===== src/design/mra_pkg.sv =====
// Package for the minBLEP ring accumulator: field widths, default parameter
// values, command and sequencer codes, and the shared multiplier control type.
// No dependencies; every other design file imports it.
`timescale 1ns / 1ps
`default_nettype none

package mra_pkg;

  // Default sizes of the step table and correction ring.
  localparam int ZERO_CROSSINGS_DEF = 16;
  localparam int OVERSAMPLE_DEF     = 32;

  // Fixed payload widths.
  localparam int CMD_W    = 2;
  localparam int PHASE_W  = 18;
  localparam int AMP_W    = 16;
  localparam int TIDX_W   = 11;
  localparam int TWORD_W  = 18;
  localparam int SAMPLE_W = 32;

  // Internal datapath widths.
  localparam int FRAC_W = 16;                    // sub-sample fraction
  localparam int DIFF_W = TWORD_W + 1;           // difference of two table words
  localparam int PROD_W = DIFF_W + FRAC_W + 1;   // shared multiplier result
  localparam int ACC_W  = SAMPLE_W + 5;          // accumulator sum before saturation

  // Phase bounds of an accepted insert, in Q2.16.
  localparam logic signed [PHASE_W-1:0] PHASE_MIN_EXCL = -18'sd65536;

  typedef enum logic [CMD_W-1:0] {
    CMD_TICK   = 2'd0,
    CMD_INSERT = 2'd1,
    CMD_LOAD   = 2'd2
  } cmd_t;

  typedef enum logic [2:0] {
    S_IDLE,
    S_TICK_OUT,
    S_T0,
    S_T1,
    S_MF,
    S_MA,
    S_AC
  } state_t;

  typedef enum logic {
    MUL_INTERP,
    MUL_SCALE
  } mul_op_t;

  typedef struct packed {
    logic    en;
    mul_op_t op;
  } mul_ctl_t;

endpackage

`default_nettype wire


===== src/design/mra_mul_unit.sv =====
// Shared multiplier of the ring accumulator. It forms either the table
// slope times the sub-sample fraction or the interpolated value times the
// amplitude, and registers the product. Depends on mra_pkg.
`timescale 1ns / 1ps
`default_nettype none

module mra_mul_unit (
  input  logic                               clk,
  input  mra_pkg::mul_ctl_t                  ctl,
  input  logic signed [mra_pkg::DIFF_W-1:0]  diff,
  input  logic [mra_pkg::FRAC_W-1:0]         frac,
  input  logic signed [mra_pkg::TWORD_W-1:0] interp,
  input  logic signed [mra_pkg::AMP_W-1:0]   amp,
  output logic signed [mra_pkg::PROD_W-1:0]  prod_r
);
  import mra_pkg::*;

  logic signed [DIFF_W-1:0] op_a;
  logic signed [FRAC_W:0]   op_b;

  always_comb begin
    case (ctl.op)
      MUL_INTERP: begin
        op_a = diff;
        op_b = $signed({1'b0, frac});
      end
      MUL_SCALE: begin
        op_a = DIFF_W'(interp);
        op_b = (FRAC_W + 1)'(amp);
      end
      default: begin
        op_a = diff;
        op_b = $signed({1'b0, frac});
      end
    endcase
  end

  always_ff @(posedge clk) begin
    if (ctl.en) begin
      prod_r <= PROD_W'(op_a * op_b);
    end
  end

endmodule

`default_nettype wire

===== config.mk =====
export PLATFORM = sky130hd
export DESIGN_NAME = mra_mul_unit
export DESIGN_NICKNAME = d
export VERILOG_FILES = /design/src/design/mra_pkg.sv /design/src/design/mra_mul_unit.sv
export SDC_FILE = /design/constraint.sdc
export NUM_CORES = 1
export LEC_CHECK = 0
export ABC_AREA = 1
export BUFFER_PORTS_ARGS = -buffer_cell sky130_fd_sc_hd__buf_2
export CORE_ASPECT_RATIO = 1.1
export CORE_MARGIN = 4
export CORE_UTILIZATION = 50
export DETAILED_ROUTE_END_ITERATION = 6
export PLACE_DENSITY = 0.71
export SLEW_MARGIN = 40
export SYNTH_ARGS = -nofsm -noshare
export SYNTH_HDL_FRONTEND = slang
export SYNTH_SLANG_ARGS = --single-unit
export TNS_END_PERCENT = 50

===== constraint.sdc =====
create_clock -name clk -period 5.55 [get_ports clk]
set_input_delay 0.2775 -clock clk [delete_from_list [all_inputs] [get_ports clk]]
set_output_delay 0.2775 -clock clk [all_outputs]
set_load 0.1 [all_outputs]

### After elaboration in Yosys (flattened, before gate mapping)

Cells that the tools add are included.

| operators by class | value |
|---|---|
| multipliers | 1 |
| multiplexer cells | 2 |
| bitwise logic cells | 1 |

Operators with widths:

| kind | count |
|---|---|
| case mux 19 bit (2 select lines) | 1 |
| multiplier 19 x 17 -> 36 bit | 1 |
| case mux 17 bit (2 select lines) | 1 |
| inverter 1 bit | 1 |

| storage, ports and cells | value |
|---|---|
| flip-flop bits (word level) | 36 |
| output and inout port bits | 36 |

### Logic depth before layout (Yosys ltp)

Gate-level depths: netlist of run 1.

| logic depth | value |
|---|---|
| depth after elaboration | 3 |
| gate-level depth with buffers | 33 |
| gate-level depth less buffers | 30 |

### Worst setup path before layout of run 1

OpenSTA, ideal clock, no wires.

| timing path | value |
|---|---|
| kind | in2reg |
| start | in ctl[0] (netlist bit) |
| end | reg prod_r[32] (netlist bit) (data pin) |
| setup time | 252 ps |
| arrival time | 5519 ps |
| data required time | 5298 ps |
| path slack | -221 ps |
| stages | 25 |
| path buffers | 2 |
| path through | buf_6 inv_6 buf_6 or2_4 o21ai_4 inv_4 nand2_1 inv_1 fa_1 fa_1 fa_1 fa_1 fa_1 inv_1 fa_1 inv_1 ha_1 nand2_1 inv_1 nand2_1 nor3_1 and2_1 nand2_1 nand3_1 nand2_1 |

| between the ends | value |
|---|---|
| cells in the longest elaborated chain, start to end | 3 |

Ends and longest elaborated chain:

| item | RTL line | source |
|---|---|---|
| start: declaration | mra_mul_unit.sv:9 | `input mra_pkg::mul_ctl_t ctl,` |
| inverter 1 bit | mra_mul_unit.sv:22 | `case (ctl.op)` |
| case mux 19 bit (2 select lines) / case mux 17 bit (2 select lines) (equally long branches) | mra_mul_unit.sv:22 |  |
| multiplier 19 x 17 -> 36 bit * | mra_mul_unit.sv:40 | `prod_r <= PROD_W'(op_a * op_b);` |
| end signal: assignment | mra_mul_unit.sv:40 |  |
| end: declaration | mra_mul_unit.sv:14 | `output logic signed [mra_pkg::PROD_W-1:0] prod_r` |

Mark *: on every way between the ends. The rest lies on a longest branch, timed or not.
A chain may end at the register's enable or synchronous reset.

### Final worst setup path of run 1

| timing path | value |
|---|---|
| start | in ctl[0] (netlist bit) |
| end | reg prod_r[28] (netlist bit) (data pin) |

Same word-level chain as after synthesis.

==> metrics, run 1 <==
Final ANT Viol Nets 0; Cell Area, Synth 0.0143 mm^2; Top Ports 108; starting density of the core 0.511; min Tclk post-route 5610 ps; max-slew violations 0; largest net degree at the start of global routing 37; Reg area 0.00108 mm^2; Layout fillers 2328; violated checks negative setup slack; Finish-stage setup viols 4; DP Worst Slack -590 ps; Nets 2606; vias in the first global route 13800; DR vias 12300; unrepaired setup endpoints after global routing yes; via-per-instance ratio 4.96; fmax 178 MHz; hold path startpoint ctl[1]; Die X 169 um; final-report hold violation count 0; GRT Resource Usage Total 0.272; Die H 185 um; hold path cells 1; cell count after synthesis 1768; DP HPWL 34300 um; TritonRoute pass-1 iters 6; Multi-input gate area 0.0118 mm^2; Total Routed Length 40500 um; max_cap viols 0; max FFs per register 36; hold endpoint prod_r[5]; Worst-path clk slew 60 ps; Crit. End Element flop; Yosys top cell by area fa_1; clock tree from TritonCTS built; Largest stage delay, worst path 570 ps; critical path data arrival time 5630 ps; syn nets 2255; slowest CP cell fa_2; CP required 5580 ps; CP top delay family adder cells; actual slew at the worst max-slew pin 501 ps; port buffer count 107; synth warn 0; clock root cell clkbuf_16; post-synth top area share 0.457; antenna violations before repair 0; Max-slew headroom 0.668; Startpoint Class input pin; row count 64; CP Buf/Inv Count 12; # H-tree levels 2; fin crit share 1.01; DRT iter0 DRCs 721; syn_area_per_cell 8.07 um^2; CTS Buf Count 5; drt wl/cell 16.3 um; Sinks on Clock Net 36; largest registers prod_r: 36 flops; Overflow after GRT 0; Min-Delay Path Class input pin to flop; Final Hold Slack 486 ps; Die ar. 0.0313 mm^2; most flop-heavy register prod_r; Synth cell types 36; area delta synth->final 28.1%; Core ar. 0.0279 mm^2; largest cells by area after synthesis fa_1, inv_1, nand2_1; sequential-to-total area share from yosys stat 0.0758; Antenna Cells 0; layout cell share with drive strength beyond 1 0.290; first-pass GRT wire length 66800 um; routability-driven placement congestion ratio 0.963; maximum net fanout on the critical path 8; final core occ 0.654; status finished, violations left; DRC Markers 0; commonest non-fill, non-tap cell in the layout inv_1; worst-case clock buffer depth 2; kind of critical path input pin to flop; commonest cells after routing, fill and taps aside inv_1, nand2_1, fa_1; final worst setup slack -55.1 ps; Synth Register Bits 36
==> kinds of logic after synthesis <==
logic type,share of synthesized area
simple gates,0.202
buf+inv,0.150
compound gates,0.0255
xor+xnor,0.0117
fa+ha+maj,0.535
flops,0.0758
==> synthesized netlist by cell type (all sizes together) <==
master    n
nand3    28
and2      2
and3      1
ha       89
nor3      4
xnor2     4
nand3b    2
a21oi    27
buf      36
or2      16
edfxtp   36
fa      326
a21o      3
xor2     15
o21ai    18
nor2    245
nand2   412
inv     491
nand4     7
o21bai    6
==> per-layer routing <==
metal	vias up	track usage	wire length [um]
li1	5738	-	-
met1	6045	0.316	14900
met2	409	0.508	21500
met3	113	0.0356	2320
met4	0	0.106	1840
met5	-	0	0
==> layout make-up <==
| type | instances | share of cell area |
|---|---|---|
| multi-input combinational | 1205 | 0.647 |
| timing repair buffer | 379 | 0.158 |
| inverter | 491 | 0.104 |
| sequential | 36 | 0.0591 |
| tap | 363 | 0.0248 |
| clock buffer | 6 | 0.00705 |
| clock inverter | 1 | 0.000274 |
| timing repair inverter | 1 | 0.000205 |
==> through the flow <==
stage / cell area (um^2) / TNS (ps) / cells
floorplan: 14300 / 0 / 1768
global placement: 16800 / -8610 / 2415
detailed placement: 16800 / -10510 / 2415
CTS: 17800 / -69.3 / 2461
global route: 18300 / -3690 / 2482
finish: 18300 / -118 / 2482
==> worst max path at each step <==
stage / start / slack [ps] / cells after the start / endpoint
after floorplan: ctl[0] / 7 / 26 / prod_r[33]
after global placement: ctl[0] / -560 / 25 / prod_r[34]
after detailed placement: ctl[0] / -590 / 24 / prod_r[32]
after CTS: ctl[0] / -40 / 26 / prod_r[32]
after global routing: ctl[0] / -260 / 27 / prod_r[32]
final: ctl[0] / -60 / 28 / prod_r[28]
==> timing repair <==
item,4_1_cts,5_1_grt
gates cloned,4,1
setup buffers,36,20
hold buffers,0,0
resized for setup,128,92
pin swaps,71,55
setup endpoints to repair,21,25
Power of run 1 is not shown: default switching activity piles up to over one toggle a cycle in this logic, so the estimate is an artifact.
==> run 2, diff against run 1 <==
Settings changed: TNS_END_PERCENT 50 to 10.
==> run 2 against run 1 <==
Against the previous run: the run still ends with negative setup slack left; die area did not move; via count is 1.9% higher; flip-flop and latch count unchanged; worst setup slack improved by 36 ps; highest routed layer unchanged.
==> metrics, run 2 (same netlist as run 1, synthesis figures left out) <==
clock root cell clkbuf_16; first-pass GRT wire length 66600 um (-0.26%); routability-driven placement congestion ratio 0.962 (-0.13%); Sinks on Clock Net 36 (unchanged); max_cap viols 0 (unchanged); DRC Markers 0 (unchanged); fin crit share 1.00 (-0.00657); final core occ 0.657 (+0.00264); final-report hold violation count 0 (unchanged); maximum net fanout on the critical path 12 (+4); min Tclk post-route 5570 ps (-36.5 ps); starting density of the core 0.511 (unchanged); commonest cells after routing, fill and taps aside inv_1, nand2_1, fa_1; antenna violations before repair 0 (unchanged); max FFs per register 36 (unchanged); GRT Resource Usage Total 0.271 (-0.000997); Nets 2602 (-0.15%); dpl cell area 0.0169 mm^2 (+0.55%); status finished, violations left; Startpoint Class input pin; Top Ports 108 (unchanged); final worst setup slack -18.7 ps (+36.5 ps); DRT iter0 DRCs 689 (-4.4%); Core ar. 0.0279 mm^2 (unchanged); drt wl/cell 16.6 um (+1.9%); row count 64 (unchanged); Die H 185 um (unchanged); max-slew violations 0 (unchanged); clock tree from TritonCTS built; Total Routed Length 41200 um (+1.8%); area delta synth->final 28.6%; # placed instances 2426 (+0.46%); violated checks negative setup slack; Final ANT Viol Nets 0 (unchanged); kind of critical path input pin to flop; Overflow after GRT 0 (unchanged); Die X 169 um (unchanged); vias in the first global route 13800 (+0.23%); Min-Delay Path Class input pin to flop; final setup TNS -21.1 ps (+97.3 ps); Final Non-Filler Cells 2479 (-0.12%); commonest non-fill, non-tap cell in the layout inv_1; TritonRoute pass-1 iters 7 (+1); Design Area, Final 0.0184 mm^2 (+0.40%); via-per-instance ratio 5.06 (+2.0%); hold endpoint prod_r[8]; largest net degree at the start of global routing 37 (unchanged); CP required 5580 ps (about the same); unrepaired setup endpoints after global routing yes; CTS Buf Count 5 (unchanged); Worst-path clk slew 60 ps (about the same); hold path startpoint ctl[1]; layout cell share with drive strength beyond 1 0.295 (+0.00514); Antenna Cells 0 (unchanged); Die ar. 0.0313 mm^2 (unchanged); most flop-heavy register prod_r; worst-case clock buffer depth 2 (unchanged); DP HPWL 35000 um (+1.9%); actual slew at the worst max-slew pin 497 ps (-4.34 ps); Crit. End Element flop; post-cts hold buffer count 0 (unchanged); DR vias 12500 (+1.9%); fmax 180 MHz (+0.65%); hold path cells 1 (unchanged); Max-slew headroom 0.671 (+0.00287); port buffer count 107 (unchanged); # H-tree levels 2 (unchanged); critical path data arrival time 5600 ps (-30 ps); largest registers prod_r: 36 flops; Finish-stage setup viols 2 (-2)
run 2: cell types whose count changed in the layout (fill, tap and decap cells not counted), sizes merged:
cell      delta
buf          -6
nand2        +1
clkinvlp     +1
inv          -2
bufbuf       +1
clkinv       +3
clkbuf       -1
run 2: how the worst max path moves through the flow:
stage,from,to,slack [ps]
after global placement,ctl[0],prod_r[26],-570
after global routing,ctl[0],prod_r[24],-220
after CTS,ctl[0],prod_r[24],-3
final,ctl[0],prod_r[17],-20
after detailed placement,ctl[0],prod_r[34],-650
after floorplan,ctl[0],prod_r[34],-30
run 2: layer usage:
metal	vias to the layer above	track usage	routed length (um)
li1	5726	-	-
met5	-	0	0
met3	157	0.0363	2750
met1	6162	0.315	14800
met2	497	0.496	21300
met4	0	0.125	2410
run 2: timing repair:
item                       in CTS  in global routing
gates cloned                    2                  2
gates resized for setup        93                150
setup buffers                  18                 23
setup endpoints to repair      21                 24
pin swaps                      31                 78
run 2: metrics by stage:
stage,hold WS [ps],worst slack [ps]
final,490,-18.7
after CTS,626,-3.14
after detailed placement,899,-653
after global placement,901,-567
after floorplan,390,-30.4
after global routing,507,-218
run 2: critical path, cell delays in order:
cell and delay (ps):
buf_12 130, bufbuf_16 290, o21ai_4 260, buf_12 160, nor2_1 60, fa_1 510, inv_1 60, fa_1 560
fa_1 440, fa_1 510, inv_2 40, fa_1 560, inv_1 70, fa_1 500, inv_2 50, ha_4 240
nand2_4 90, inv_2 50, nand2_2 70, nand2_2 80, a21oi_2 180, nand2_2 120, buf_4 150, xor2_1 130
run 2: layout make-up:
type / count / area (um^2)
clock buffer: 5 / 125
clock inverter: 3 / 13.8
fill: 2292 / 9590
inverter: 491 / 1890
multi-input combinational: 1206 / 11900
sequential: 36 / 1080
tap: 363 / 454
timing repair buffer: 374 / 2850
timing repair inverter: 1 / 8.76
Power of run 2 is left out for the same reason.
